===== src/hdl/acir_pkg.sv =====
// Shared types and constants for the IR remote frame encoder.
// Used by acir_frame, acir_seq and the top level; depends on nothing.
package acir_pkg;

	localparam int FRAME_BITS   = 96;
	localparam int BIT_IDX_W    = 7;
	localparam int SYMBOL_COUNT = 196;
	localparam int SYM_IDX_W    = 8;
	localparam int CFG_INDEX_W  = 3;

	localparam logic [7:0] PREAMBLE_A = 8'hAC;
	localparam logic [7:0] PREAMBLE_B = 8'hF5;
	localparam logic [1:0] POST_BITS  = 2'b10;
	localparam logic [7:0] TEMP_OFFSET = 8'd4;
	localparam logic [7:0] TEMP_MIN   = 8'd16;
	localparam logic [7:0] TEMP_MAX   = 8'd30;
	localparam logic [2:0] FLAP_FULL  = 3'd7;
	localparam logic [2:0] FLAP_AUTO  = 3'd0;
	localparam int         CHECK_INIT = 2;
	// Constant part of the checksum: seed plus both preamble bytes
	localparam logic [7:0] CHECK_BASE =
		8'((CHECK_INIT + 32'hAC + 32'hF5) % 256);

	// Input actions
	localparam logic ACT_LOAD    = 1'b0;
	localparam logic ACT_ADVANCE = 1'b1;

	// Timing register indexes
	localparam logic [CFG_INDEX_W-1:0] REG_HEADER_MARK  = 3'd0;
	localparam logic [CFG_INDEX_W-1:0] REG_HEADER_SPACE = 3'd1;
	localparam logic [CFG_INDEX_W-1:0] REG_BIT_MARK     = 3'd2;
	localparam logic [CFG_INDEX_W-1:0] REG_ONE_SPACE    = 3'd3;
	localparam logic [CFG_INDEX_W-1:0] REG_ZERO_SPACE   = 3'd4;
	localparam logic [CFG_INDEX_W-1:0] REG_GAP          = 3'd5;

	// Mode input codes
	localparam logic [2:0] MODE_AUTO = 3'd0;
	localparam logic [2:0] MODE_COOL = 3'd1;
	localparam logic [2:0] MODE_DRY  = 3'd2;
	localparam logic [2:0] MODE_HEAT = 3'd3;
	localparam logic [2:0] MODE_FAN  = 3'd4;

	// Mode codes as sent in the frame
	localparam logic [2:0] FCODE_AUTO = 3'd2;
	localparam logic [2:0] FCODE_COOL = 3'd0;
	localparam logic [2:0] FCODE_DRY  = 3'd1;
	localparam logic [2:0] FCODE_HEAT = 3'd4;
	localparam logic [2:0] FCODE_FAN  = 3'd3;

	typedef struct packed {
		logic       action;
		logic [2:0] ac_mode;
		logic [7:0] temperature;
		logic [1:0] fan_speed;
		logic       swing_on;
		logic       power_on;
	} cmd_t;

	typedef struct packed {
		logic        level;
		logic [15:0] duration;
		logic        last_symbol;
	} sym_t;

	typedef struct packed {
		logic [15:0] header_mark_us;
		logic [15:0] header_space_us;
		logic [15:0] bit_mark_us;
		logic [15:0] one_space_us;
		logic [15:0] zero_space_us;
		logic [15:0] gap_us;
	} timing_t;

	function automatic logic [2:0] mode_code(input logic [2:0] mode);
		logic [2:0] code;
		case (mode)
			MODE_COOL: code = FCODE_COOL;
			MODE_DRY:  code = FCODE_DRY;
			MODE_HEAT: code = FCODE_HEAT;
			MODE_FAN:  code = FCODE_FAN;
			default:   code = FCODE_AUTO;
		endcase
		return code;
	endfunction

endpackage


===== src/hdl/acir_frame.sv =====
// Packs one command into the 96-bit frame, checksum included.
// Depends on acir_pkg.
module acir_frame (
	input  acir_pkg::cmd_t                    cmd,
	output logic [acir_pkg::FRAME_BITS-1:0]   frame
);

	logic [7:0] temp_clamped;
	logic [4:0] temp_field;
	logic [7:0] check;
	logic [acir_pkg::FRAME_BITS-1:0] body;

	// Clamp temperature and remove the offset
	always_comb begin
		if (cmd.temperature < acir_pkg::TEMP_MIN) begin
			temp_clamped = acir_pkg::TEMP_MIN;
		end else if (cmd.temperature > acir_pkg::TEMP_MAX) begin
			temp_clamped = acir_pkg::TEMP_MAX;
		end else begin
			temp_clamped = cmd.temperature;
		end
		temp_field = 5'(temp_clamped - acir_pkg::TEMP_OFFSET);
	end

	// Place the fields
	always_comb begin
		body          = '0;
		body[7:0]     = acir_pkg::PREAMBLE_A;
		body[15:8]    = acir_pkg::PREAMBLE_B;
		body[21:19]   = acir_pkg::mode_code(cmd.ac_mode);
		body[26:22]   = temp_field;
		body[28:27]   = cmd.fan_speed;
		body[36:34]   = cmd.swing_on ? acir_pkg::FLAP_FULL : acir_pkg::FLAP_AUTO;
		body[77]      = cmd.power_on;
		body[81:80]   = acir_pkg::POST_BITS;
	end

	// Checksum over bytes 0..9; only bytes 2, 3, 4 and 9 vary
	assign check = acir_pkg::CHECK_BASE + body[23:16] + body[31:24]
		+ body[39:32] + body[79:72];

	always_comb begin
		frame        = body;
		frame[89:82] = check;
	end

endmodule


===== src/hdl/acir_seq.sv =====
// Symbol sequencer: holds the frame, the symbol index and the busy flag,
// and picks the duration of each symbol. Depends on acir_pkg and acir_frame.
module acir_seq (
	input  logic                clk,
	input  logic                arst_n,
	input  logic                step,
	input  acir_pkg::cmd_t      item,
	input  acir_pkg::timing_t   timing,
	output logic                res_valid,
	output acir_pkg::sym_t      res
);

	localparam logic [acir_pkg::SYM_IDX_W-1:0] IDX_LAST =
		acir_pkg::SYM_IDX_W'(acir_pkg::SYMBOL_COUNT - 1);
	localparam logic [acir_pkg::SYM_IDX_W-1:0] IDX_END_MARK =
		acir_pkg::SYM_IDX_W'(acir_pkg::SYMBOL_COUNT - 2);
	localparam logic [acir_pkg::SYM_IDX_W-1:0] IDX_HDR_MARK  = '0;
	localparam logic [acir_pkg::SYM_IDX_W-1:0] IDX_HDR_SPACE = acir_pkg::SYM_IDX_W'(1);

	logic [acir_pkg::FRAME_BITS-1:0] frame_new;
	logic [acir_pkg::FRAME_BITS-1:0] frame_q;
	logic [acir_pkg::SYM_IDX_W-1:0]  idx_q;
	logic                            busy_q;
	logic [acir_pkg::SYM_IDX_W-1:0]  idx_off;
	logic [acir_pkg::BIT_IDX_W-1:0]  bit_idx;
	logic                            is_load;

	acir_frame u_frame (
		.cmd   (item),
		.frame (frame_new)
	);

	assign is_load   = (item.action == acir_pkg::ACT_LOAD);
	assign res_valid = step && !is_load && busy_q;
	assign idx_off   = idx_q - acir_pkg::SYM_IDX_W'(2);
	assign bit_idx   = idx_off[acir_pkg::BIT_IDX_W:1];

	// Select the symbol for the current index
	always_comb begin
		res.level       = ~idx_q[0];
		res.last_symbol = 1'b0;
		if (idx_q == IDX_HDR_MARK) begin
			res.duration = timing.header_mark_us;
		end else if (idx_q == IDX_HDR_SPACE) begin
			res.duration = timing.header_space_us;
		end else if (idx_q == IDX_LAST) begin
			res.duration    = timing.gap_us;
			res.last_symbol = 1'b1;
		end else if (idx_q == IDX_END_MARK || !idx_q[0]) begin
			res.duration = timing.bit_mark_us;
		end else if (frame_q[bit_idx]) begin
			res.duration = timing.one_space_us;
		end else begin
			res.duration = timing.zero_space_us;
		end
	end

	// Frame store: written by a load only
	always_ff @(posedge clk) begin
		if (step && is_load) begin
			frame_q <= frame_new;
		end
	end

	// Restart on load, advance on each emitted symbol, drop busy after the gap
	always_ff @(posedge clk or negedge arst_n) begin
		if (!arst_n) begin
			idx_q  <= '0;
			busy_q <= 1'b0;
		end else if (step && is_load) begin
			idx_q  <= '0;
			busy_q <= 1'b1;
		end else if (res_valid) begin
			if (res.last_symbol) begin
				idx_q  <= '0;
				busy_q <= 1'b0;
			end else begin
				idx_q <= idx_q + acir_pkg::SYM_IDX_W'(1);
			end
		end
	end

	a_idle_idx_zero: assert property (@(posedge clk) disable iff (!arst_n)
		!busy_q |-> idx_q == '0)
		else $error("index not at zero while idle");

	a_idx_range: assert property (@(posedge clk) disable iff (!arst_n)
		idx_q <= IDX_LAST)
		else $error("symbol index beyond end of frame");

	a_load_restart: assert property (@(posedge clk) disable iff (!arst_n)
		step && is_load |=> busy_q && idx_q == '0)
		else $error("load did not restart the frame");

	a_gap_ends: assert property (@(posedge clk) disable iff (!arst_n)
		res_valid && res.last_symbol |=> !busy_q)
		else $error("still busy after the gap symbol");

endmodule


===== src/hdl/ac_remote_ir_frame_encoder_top.sv =====
// Top level of the IR remote frame encoder: input register, timing
// registers, output register. Depends on acir_pkg and acir_seq.
//
// Usage:
//  cmd channel (cmd_valid, cmd_stall, cmd): a load transaction latches an
//   air-conditioner command and restarts the frame; an advance transaction
//   asks for the next mark or space. A load or an idle advance gives no
//   result.
//  sym channel (sym_valid, sym_stall, sym): one symbol per busy advance,
//   level, duration in microseconds, and last_symbol on the final gap.
//   A frame is 196 symbols.
//  cfg channel (cfg_valid, cfg_ready, cfg_index, cfg_data): six 16-bit
//   timing registers, always ready; indexes above five are ignored. Write
//   only while no transaction is in flight.
// An accepted advance is held in the input register, and its symbol is shown
//  from the output register. Throughput: one transaction per cycle while
//  sym_stall is low; the symbol select between the two registers is combinational.
// Reset: idle, no frame, timing registers at their defaults.
// When sym_stall is high with a symbol waiting, the input register fills
//  and then cmd_stall rises; every transaction, with or without a result,
//  waits there until the symbol is taken.
module ac_remote_ir_frame_encoder_top (
	input  logic                                 clk,
	input  logic                                 arst_n,
	input  logic                                 cmd_valid,
	output logic                                 cmd_stall,
	input  acir_pkg::cmd_t                       cmd,
	output logic                                 sym_valid,
	input  logic                                 sym_stall,
	output acir_pkg::sym_t                       sym,
	input  logic                                 cfg_valid,
	output logic                                 cfg_ready,
	input  logic [acir_pkg::CFG_INDEX_W-1:0]     cfg_index,
	input  logic [15:0]                          cfg_data
);

	acir_pkg::cmd_t    cmd_s1;
	logic              cmd_valid_s1;
	acir_pkg::timing_t timing_q;
	acir_pkg::sym_t    out_q;
	logic              out_valid_q;
	logic              step;
	logic              res_valid;
	acir_pkg::sym_t    res;

	// Process the held transaction when the output register is free or draining
	assign step      = cmd_valid_s1 && (!out_valid_q || !sym_stall);
	assign cmd_stall = cmd_valid_s1 && !step;
	assign cfg_ready = 1'b1;
	assign sym_valid = out_valid_q;
	assign sym       = out_q;

	// Input register
	always_ff @(posedge clk or negedge arst_n) begin
		if (!arst_n) begin
			cmd_valid_s1 <= 1'b0;
		end else if (cmd_valid && !cmd_stall) begin
			cmd_valid_s1 <= 1'b1;
		end else if (step) begin
			cmd_valid_s1 <= 1'b0;
		end
	end

	always_ff @(posedge clk) begin
		if (cmd_valid && !cmd_stall) begin
			cmd_s1 <= cmd;
		end
	end

	// Timing registers
	always_ff @(posedge clk or negedge arst_n) begin
		if (!arst_n) begin
			timing_q.header_mark_us  <= 16'd6400;
			timing_q.header_space_us <= 16'd3300;
			timing_q.bit_mark_us     <= 16'd400;
			timing_q.one_space_us    <= 16'd2200;
			timing_q.zero_space_us   <= 16'd900;
			timing_q.gap_us          <= 16'd30000;
		end else if (cfg_valid && cfg_ready) begin
			case (cfg_index)
				acir_pkg::REG_HEADER_MARK:  timing_q.header_mark_us  <= cfg_data;
				acir_pkg::REG_HEADER_SPACE: timing_q.header_space_us <= cfg_data;
				acir_pkg::REG_BIT_MARK:     timing_q.bit_mark_us     <= cfg_data;
				acir_pkg::REG_ONE_SPACE:    timing_q.one_space_us    <= cfg_data;
				acir_pkg::REG_ZERO_SPACE:   timing_q.zero_space_us   <= cfg_data;
				acir_pkg::REG_GAP:          timing_q.gap_us          <= cfg_data;
				default: ;
			endcase
		end
	end

	acir_seq u_seq (
		.clk       (clk),
		.arst_n    (arst_n),
		.step      (step),
		.item      (cmd_s1),
		.timing    (timing_q),
		.res_valid (res_valid),
		.res       (res)
	);

	// Output register
	always_ff @(posedge clk or negedge arst_n) begin
		if (!arst_n) begin
			out_valid_q <= 1'b0;
		end else if (step) begin
			out_valid_q <= res_valid;
		end else if (!sym_stall) begin
			out_valid_q <= 1'b0;
		end
	end

	always_ff @(posedge clk) begin
		if (step && res_valid) begin
			out_q <= res;
		end
	end

endmodule


===== config.mk =====
export PLATFORM = sky130hd
export DESIGN_NAME = ac_remote_ir_frame_encoder_top
export DESIGN_NICKNAME = d
export VERILOG_FILES = /design/src/hdl/acir_pkg.sv /design/src/hdl/acir_frame.sv /design/src/hdl/acir_seq.sv /design/src/hdl/ac_remote_ir_frame_encoder_top.sv
export SDC_FILE = /design/constraint.sdc
export NUM_CORES = 1
export LEC_CHECK = 0
export BUFFER_PORTS_ARGS = -buffer_cell sky130_fd_sc_hd__buf_2
export CORE_MARGIN = 2
export CORE_UTILIZATION = 63
export CTS_CLUSTER_DIAMETER = 150
export DETAILED_ROUTE_END_ITERATION = 7
export GPL_ROUTABILITY_DRIVEN = 0
export PLACE_DENSITY = 0.82
export SYNTH_ARGS = -nofsm -noshare
export SYNTH_HDL_FRONTEND = slang
export SYNTH_HIERARCHICAL = 1
export SYNTH_SLANG_ARGS = --single-unit

===== constraint.sdc =====
create_clock -name clk -period 6.85 [get_ports clk]
set_input_delay 0.3425 -clock clk [delete_from_list [all_inputs] [get_ports clk]]
set_output_delay 0.3425 -clock clk [all_outputs]
set_load 0.1 [all_outputs]

---- After elaboration in Yosys (flattened, before gate mapping) ----
Index checks and enable logic that the tools add are counted.
W data, S select, Z words.
word-level totals
  bits in registers ....................... 163
  input port bits ......................... 40
  output and inout bits ................... 21
cells by class
  $add $sub $neg .......................... 7
  magnitude comparators ................... 3
  equality and inequality tests ........... 13
  mux-type cells .......................... 24
  bitwise gates (word level) .............. 2
  reduce and logical (&&, ||, !) cells .... 26
operator list
  operator               number
  $mux W16               5
  $mux W8                3
  $add A8 B5 Y8          2
  $eq A8 B8 Y1 const B   2
  $reduce_and A2 Y1      7
  $eq A3 B2 Y1 const B   4
  $pmux W3 S4            1
  $mux W1                11
  $mux W5                2
  $eq A3 B3 Y1 const B   3
  $add A8 B1 Y8 const B  1
  $add A8 B6 Y8          1
  $add A8 B8 Y8 const A  1
  $eq A8 B1 Y1 const B   1
  $gt A8 B5 Y1 const B   1
  $logic_not A8 Y1       1
  $lt A7 B8 Y1 const B   1
  $lt A8 B5 Y1 const B   1
  $sub A8 B2 Y8 const B  1
  $bmux W1 S7            1
  $logic_and A1 B1 Y1    7
  $eq A3 B1 Y1 const B   2
  $reduce_bool A2 Y1     3
  $logic_not A1 Y1       5
  other kinds (6)        8

---- Longest topological paths before layout ----
Gate-level depths: netlist of run 1.
  word-level depth ........................ 8
  mapped depth ............................ 16

---- By module ----
The synthesis of run 1 kept the hierarchy.
modules (own cells, without submodules)
  module                          instances  cells an instance  area each (um^2)
  acir_seq                        1          464                5,632.9
  ac_remote_ir_frame_encoder_top  1          255                4,842.1
  acir_frame                      1          145                1,101.1

---- Worst setup path before layout of run 1 ----
OpenSTA, ideal clock, no wires.
  kind .................................... reg-to-reg
  start ................................... register out_valid_q (netlist: sym_valid)
  end ..................................... register u_seq/idx_q[2] (netlist name)
  library setup time ...................... 0.127 ns
  arrival time ............................ 6.032 ns
  data required time ...................... 6.723 ns
  setup slack ............................. 0.691 ns
  cell stages (with the launch flop) ...... 6
  path buffers ............................ 0
  period minus slack after synthesis ...... 6.159 ns
  cell sequence ........................... dfrtp_1 nand2_1 and2_1 nor2b_1 a31o_2 nor2_1
between the ends
  longest elaborated chain between the ends .. 6
  elaborated cells between the ends (all ways) .. 8
  classes of those cells .................. 1 x mux; 7 x reduce/logical
ends and longest elaborated chain
  item                               RTL line                               text
  from (decl)                        ac_remote_ir_frame_encoder_top.sv:41   logic out_valid_q;
  from (signal assigned)             ac_remote_ir_frame_encoder_top.sv:107  out_valid_q <= res_valid;
  $logic_not A1 Y1 *                 ac_remote_ir_frame_encoder_top.sv:47   assign step = cmd_valid_s1 && (!out_valid_q || !sym_stall);
  $logic_or A1 B1 Y1 *               ac_remote_ir_frame_encoder_top.sv:47
  $logic_and A1 B1 Y1 *              ac_remote_ir_frame_encoder_top.sv:47
  named net step                     ac_remote_ir_frame_encoder_top.sv:42   logic step;
  $logic_and A1 B1 Y1 (2 in series)  acir_seq.sv:34                         assign res_valid = step && !is_load && busy_q;
  $reduce_bool A2 Y1 (no line)       n/a
  to (signal assigned)               acir_seq.sv:78                         idx_q <= idx_q + acir_pkg::SYM_IDX_W'(1);
  to (decl)                          acir_seq.sv:22                         logic [acir_pkg::SYM_IDX_W-1:0] idx_q;
Mark *: on every way through the listed nets, which the timed path passes. The rest lies on a longest branch.
A chain may end at the register's enable or synchronous reset.

==> flow_summary_export.csv, run 1 <==
group,metric,value,unit
detailed_routing,drtPass1Iterations,4,
worst_setup_path,worstPathMaxFanout,28,
power,powerDensity,351,mW/mm^2
timing,min_period_over_period,69.4,%
detailed_routing,wl_per_cell,19.2,um
worst_setup_path,path_class,"reg -> reg",
worst_setup_path,cp-end-kind,"register",
timing,whs,0.0501,ns
worst_setup_path,max_stage_delay,1.07,ns
floorplan,initial_core_util,64.2,%
yosys,synth_area_leaders,"edfxtp_1, dfrtp_1, mux2_2, dfstp_2, buf_4",
clocking,clock-root-buffer,"clkbuf_16",
clocking,post-cts-setup-buffers,0,
global_route,antenna_found_initial,0,
global_route,grt_max_degree,99,
cells_and_area,layout-drive-gt1-share,29.3,%
yosys,synth_edf_count,130,
worst_hold_path,hold_depth,2,
timing,final_hold_viol_count,0,
cells_and_area,nets,987,
global_route,grt_pass1_vias,6963,
clocking,cts_buffer_depth,3,
yosys,syn_inst,864,
floorplan,die_x,140,um
yosys,yosys.area.top_type,"edfxtp_1",
yosys,ys_types,72,
detailed_routing,dr_total_vias,6867,
global_route,grt_pass1_wl,36500,um
worst_setup_path,crit_chain,"inv_1 -> ha_1 -> mux2i_1 -> mux4_2 -> o21ai_0 -> o2111ai_1 -> o22ai_2 -> or2_1 -> a41oi_2",
power,vdd_ir_drop_max,0.000288,V
timing,fin_skew,0.0298,ns
timing,fmax,210,MHz
detailed_routing,initialDrtViolationCount,450,
detailed_routing,via_per_inst,5.84,
clocking,insertion_delay,0.53,ns
worst_setup_path,r2r_cells,9,
floorplan,io_pins,61,
clocking,cts_buffers,25,
timing,setup-tns-final,0,ns
detailed_routing,drc,0,
worst_setup_path,cp_data_arrival_time,4.96,ns
floorplan,core_area,0.0180,mm^2
global_route,grt_overflow,0,
worst_setup_path,cp-start-kind,"register",
timing,setup_viol,0,
cells_and_area,area_growth,8.90,%
worst_hold_path,hold_class,"in -> reg",
clocking,cts.sinks,237,
timing,finalMaxSlewViolations,0,
detailed_routing,ant_nets,0,
clocking,clk_pin_slew,0.06,ns
placed_design,dp_hpwl,13900,um
timing,finalWorstSetupSlack,2.10,ns
placed_design,port_buffers,59,
worst_setup_path,critPathBufInv,1,
timing,rsz0062_at_grt,"false",
yosys,seq_area_frac_synth,57.1,%
yosys,synth_area,0.0116,mm^2
status,outcome,"completed",
clocking,cts_tree,"built",
job,drv_cap,0,
timing,max_slew_margin,14.2,%
detailed_routing,wl,22500,um
worst_setup_path,crit_family,"compound AO/OA/AOI/OAI gates",
yosys,ys_seq_elements,237,
worst_setup_path,cp.depth,9,
cells_and_area,diodes,0,
yosys,async_flop_share,45.1,%
yosys,avgSynthCellArea,13.4,um^2
floorplan,rows,49,
yosys,synth.top_cell.area_share,33.7,%
floorplan,die_h,140,um
worst_setup_path,worstPathRequired,7.06,ns
global_route,globalRouteTotalUtil,23.6,%
clocking,htreeDepth,1,
floorplan,die_area,0.0195,mm^2
placed_design,dp_slack,2.24,ns
timing,worstMarginPinSlew,1.29,ns
yosys,yosys_warnings,6,
power,p_leak,4.99,nW
timing,min_period,4.75,ns
cells_and_area,final_common_cell,"edfxtp_1",
power,total_power,4.42,mW
worst_setup_path,slowest_stage,"ha_1",
yosys,synthFlopType,"edfxtp_1",
cells_and_area,final_cell_mix,"edfxtp_1, mux2_2, dfrtp_1",
metal layers:
metal	wire length, um	vias up	track usage, %
met3	1380	48	3.27
li1	-	3149	-
met2	11400	250	41.6
met4	658	0	6.95
met5	0	-	0
met1	9090	3420	30.8
through the flow:
step                      instances  util, %  instance area, um^2
after CTS                      1176     69.9                12600
after floorplan                 936        -                11800
final                          1176     69.9                12600
after detailed placement       1114     64.7                11700
after global placement         1114     64.7                11700
after global routing           1176     69.9                12600
sequential cells by signal (all words and copies together) (netlist names):
register       flops
timing_q          96
sym_valid          1
u_seq/idx_q        8
u_seq/frame_q     96
cmd_valid_s1       1
cmd_s1            16
sym               18
u_seq/busy_q       1
worst register-to-register path: cells and delay by family, from the launching register on:
family / cells / cell delay (ns)
AND/OR/NAND/NOR: 1 / 0.86
multiplexers: 2 / 0.70
AO/OA/AOI/OAI: 4 / 1.24
buffers and inverters: 1 / 0.10
flip-flops: 1 / 0.45
adder cells (fa/ha/maj): 1 / 1.07
power breakdown:
| part | leakage [nW] | internal (mW) | switching (mW) | total [mW] |
|---|---|---|---|---|
| clock network | 0.382 | 0.741 | 0.544 | 1.28 |
| registers | 2.47 | 1.76 | 0.0963 | 1.85 |
| logic | 2.14 | 0.521 | 0.761 | 1.28 |
cells in the mapped netlist (4+ instances only):
| cell type | n |
|---|---|
| edfxtp_1 | 130 |
| mux2_2 | 96 |
| buf_4 | 85 |
| dfrtp_1 | 80 |
| nand2_1 | 59 |
| nor2_1 | 45 |
| inv_1 | 30 |
| a21oi_1 | 29 |
| dfstp_2 | 27 |
| mux4_2 | 20 |
| nand3_1 | 20 |
| mux2i_1 | 16 |
| ha_1 | 15 |
| o21ai_0 | 13 |
| o22ai_1 | 12 |
| buf_2 | 11 |
| nor2b_1 | 11 |
| clkbuf_1 | 10 |
| buf_6 | 9 |
| a31oi_1 | 7 |
| nor3b_1 | 7 |
| xnor2_1 | 7 |
| a31o_1 | 6 |
| nor3_1 | 6 |
| o32ai_1 | 6 |
| xor2_1 | 6 |
| a41oi_2 | 5 |
| nand2b_1 | 5 |
| o211ai_1 | 5 |
| o41ai_1 | 5 |
| or3_1 | 5 |
| a31oi_2 | 4 |
| and3_1 | 4 |
| buf_1 | 4 |
| nand3b_1 | 4 |
| nor4bb_1 | 4 |
repair_timing:
item,4_1_cts,5_1_grt
hold buffers,17,0
endpoints found under the hold margin,46,0
gates resized for setup,0,0
area by class of cell:
cell class	count	area [um^2]
repair buffers	86	543
flip-flops and latches	237	6620
fillers	1243	5420
multi-input cells	547	4260
clock inverters	13	98.8
well taps	229	287
inverters	32	120
clock buffers	32	682
cell families after synthesis:
family | share of synthesized area [%]
xor gates and xnor gates | 1.26
DFF | 57.1
AOI/OAI and AO/OA | 7.51
adders and majority gates | 2.14
other | 0.0973
and+or+nand+nor | 8.61
buffers and inverters | 8.48
muxes | 14.7
path summary, 6_finish.rpt:
path / from / to / slack (ns)
worst max-delay path: u_seq/idx_q[2]$_DFFE_PN0P_ / sym[2]$_DFFE_PP_ / 2.10
worst min-delay path: cmd_valid / cmd_valid_s1$_DFFE_PN0P_ / 0.05
worst max register to register: u_seq/idx_q[2]$_DFFE_PN0P_ / sym[2]$_DFFE_PP_ / 2.10
worst min register to register: cmd_s1[0]$_DFFE_PP_ / u_seq/frame_q[77]$_DFFE_PP_ / 0.47
max in group asynchronous: arst_n / timing_q[73]$_DFFE_PN0P_ / 5.22
min in group asynchronous: arst_n / u_seq/idx_q[4]$_DFFE_PN0P_ / 0.34
No activity file was read; power rests on OpenSTA's default activity.
==> run 2, diff against run 1 <==
==> constraint.sdc (replaced) <==
create_clock -name clk -period 4.63 [get_ports clk]
set_input_delay 0.2315 -clock clk [delete_from_list [all_inputs] [get_ports clk]]
set_output_delay 0.2315 -clock clk [all_outputs]
set_load 0.1 [all_outputs]
==> run 2 against run 1 <==
  * Combinational power increased by 52%
  * Highest routed layer unchanged
  * Hold slack got worse by 0.020 ns
  * Die area unchanged
  * Global-route usage increased by 0.79 points
  * Clock skew decreased by 0.017 ns
  * Critical path type unchanged
==> flow_summary_export.csv, run 2 (synthesis results as in run 1) <==
group,metric,value,unit
status,outcome,"completed",
cells_and_area,final_common_cell,"edfxtp_1",
placed_design,dpl-instance-area,0.0117,mm^2
power,vdd_ir_drop_max,0.000399,V
placed_design,dp_slack,0.819,ns
timing,fmax,259,MHz
clocking,cts_tree,"built",
timing,final_hold_viol_count,0,
clocking,cts_buffer_depth,3,
timing,setup_viol,0,
detailed_routing,ant_nets,0,
cells_and_area,layout-drive-gt1-share,30.0,%
global_route,globalRouteTotalUtil,24.4,%
detailed_routing,drc,0,
detailed_routing,initialDrtViolationCount,514,
worst_setup_path,cp-start-kind,"register",
cells_and_area,diodes,0,
worst_setup_path,max_stage_delay,0.82,ns
timing,rsz0062_at_grt,"false",
power,powerDensity,528,mW/mm^2
worst_setup_path,slowest_stage,"ha_1",
worst_setup_path,worstPathRequired,4.84,ns
detailed_routing,wl,23200,um
floorplan,io_pins,61,
floorplan,rows,49,
cells_and_area,final_cell_area,0.0128,mm^2
timing,fin_skew,0.0133,ns
clocking,cts.sinks,237,
clocking,post-cts-setup-buffers,0,
global_route,grt_pass1_vias,7228,
timing,whs,0.0301,ns
clocking,htreeDepth,1,
clocking,cts_buffers,25,
global_route,antenna_found_initial,0,
timing,min_period_over_period,83.3,%
cells_and_area,final_cell_mix,"edfxtp_1, mux2_2, dfrtp_1",
worst_setup_path,crit_chain,"inv_1 -> ha_1 -> mux4_2 -> nand2_1 -> o2111ai_1 -> and4b_1 -> and3_1 -> buf_4 -> or2_1 -> buf_4 -> a41oi_2",
cells_and_area,stdcell_count,1185,
floorplan,die_x,140,um
cells_and_area,area_growth,10.2,%
power,total_power,6.74,mW
timing,finalMaxSlewViolations,0,
clocking,clk_pin_slew,0.06,ns
job,drv_cap,0,
power,p_leak,5.07,nW
detailed_routing,drtPass1Iterations,5,
worst_setup_path,path_common_cell,"buf_4",
floorplan,core_area,0.0180,mm^2
worst_setup_path,cp-end-kind,"register",
timing,worstMarginPinSlew,1.20,ns
clocking,cts_resized,0,
placed_design,port_buffers,59,
global_route,grt_max_degree,80,
timing,min_period,3.85,ns
global_route,grt_overflow,0,
timing,max_slew_margin,20.1,%
clocking,clock-root-buffer,"clkbuf_16",
clocking,insertion_delay,0.52,ns
timing,finalWorstSetupSlack,0.775,ns
worst_setup_path,path_class,"reg -> reg",
detailed_routing,wl_per_cell,19.6,um
detailed_routing,via_per_inst,5.83,
placed_design,dp_hpwl,14200,um
floorplan,die_area,0.0195,mm^2
worst_setup_path,cp_data_arrival_time,4.07,ns
timing,setup-tns-final,0,ns
worst_setup_path,worstPathMaxFanout,19,
cells_and_area,utilization,70.8,%
floorplan,die_h,140,um
detailed_routing,dr_total_vias,6905,
placed_design,placed_cells,1120,
cells_and_area,n_fill_cell,1183,
floorplan,initial_core_util,64.2,%
cells_and_area,nets,995,
worst_hold_path,hold_class,"in -> reg",
global_route,grt_pass1_wl,37600,um
-- run 2: routing by layer --
metal,wire [um],up-vias,GRT usage [%],part of all wire (%)
met3,1400,48,4.09,6.0
li1,-,3182,-,-
met1,9530,3428,32.1,41
met4,528,0,6.74,2.3
met5,0,-,0,0
met2,11700,247,42.4,51
-- run 2: cell type report --
type | count | area [um^2] | share of cell area [%]
inverter | 32 | 120 | 0.941
sequential | 237 | 6620 | 51.8
tap | 229 | 287 | 2.25
clock inverter | 17 | 205 | 1.61
timing repair buffer | 94 | 621 | 4.86
multi-input combinational | 547 | 4260 | 33.4
clock buffer | 29 | 651 | 5.10
-- run 2: worst max-delay path, delay by kind of cell, from the launching register on --
family,cells,cell delay (ns)
AO/OA/AOI/OAI,2,0.22
adder cells (fa/ha/maj),1,0.82
buffers and inverters,3,0.62
flip-flops,1,0.44
multiplexers,1,0.35
AND/OR/NAND/NOR,4,1.09
-- run 2: timing repair --
action                                  in CTS  in global routing
endpoints found under the hold margin       76                  0
hold buffers                                19                  0
endpoints found under the setup margin       0                  0
-- run 2: worst paths after layout --
check	start	endpoint	slack, ns	cells past startpoint
hold reg to reg	cmd_s1[2]$_DFFE_PP_	u_seq/frame_q[27]$_DFFE_PP_	0.47	0
setup reg to reg	u_seq/idx_q[2]$_DFFE_PN0P_	sym[4]$_DFFE_PP_	0.78	11
hold / removal	cfg_data[8]	timing_q[88]$_DFFE_PN1P_	0.03	2
min in group asynchronous	arst_n	timing_q[67]$_DFFE_PN0P_	0.42	2
max in group asynchronous	arst_n	timing_q[25]$_DFFE_PN1P_	3.18	3
setup / recovery	u_seq/idx_q[2]$_DFFE_PN0P_	sym[4]$_DFFE_PP_	0.78	11
-- run 2: report_power, final --
part           switching (mW)  total [mW]  internal, mW
clock network           0.821        2.06          1.24
registers               0.142        2.74          2.60
logic                    1.14        1.94         0.805
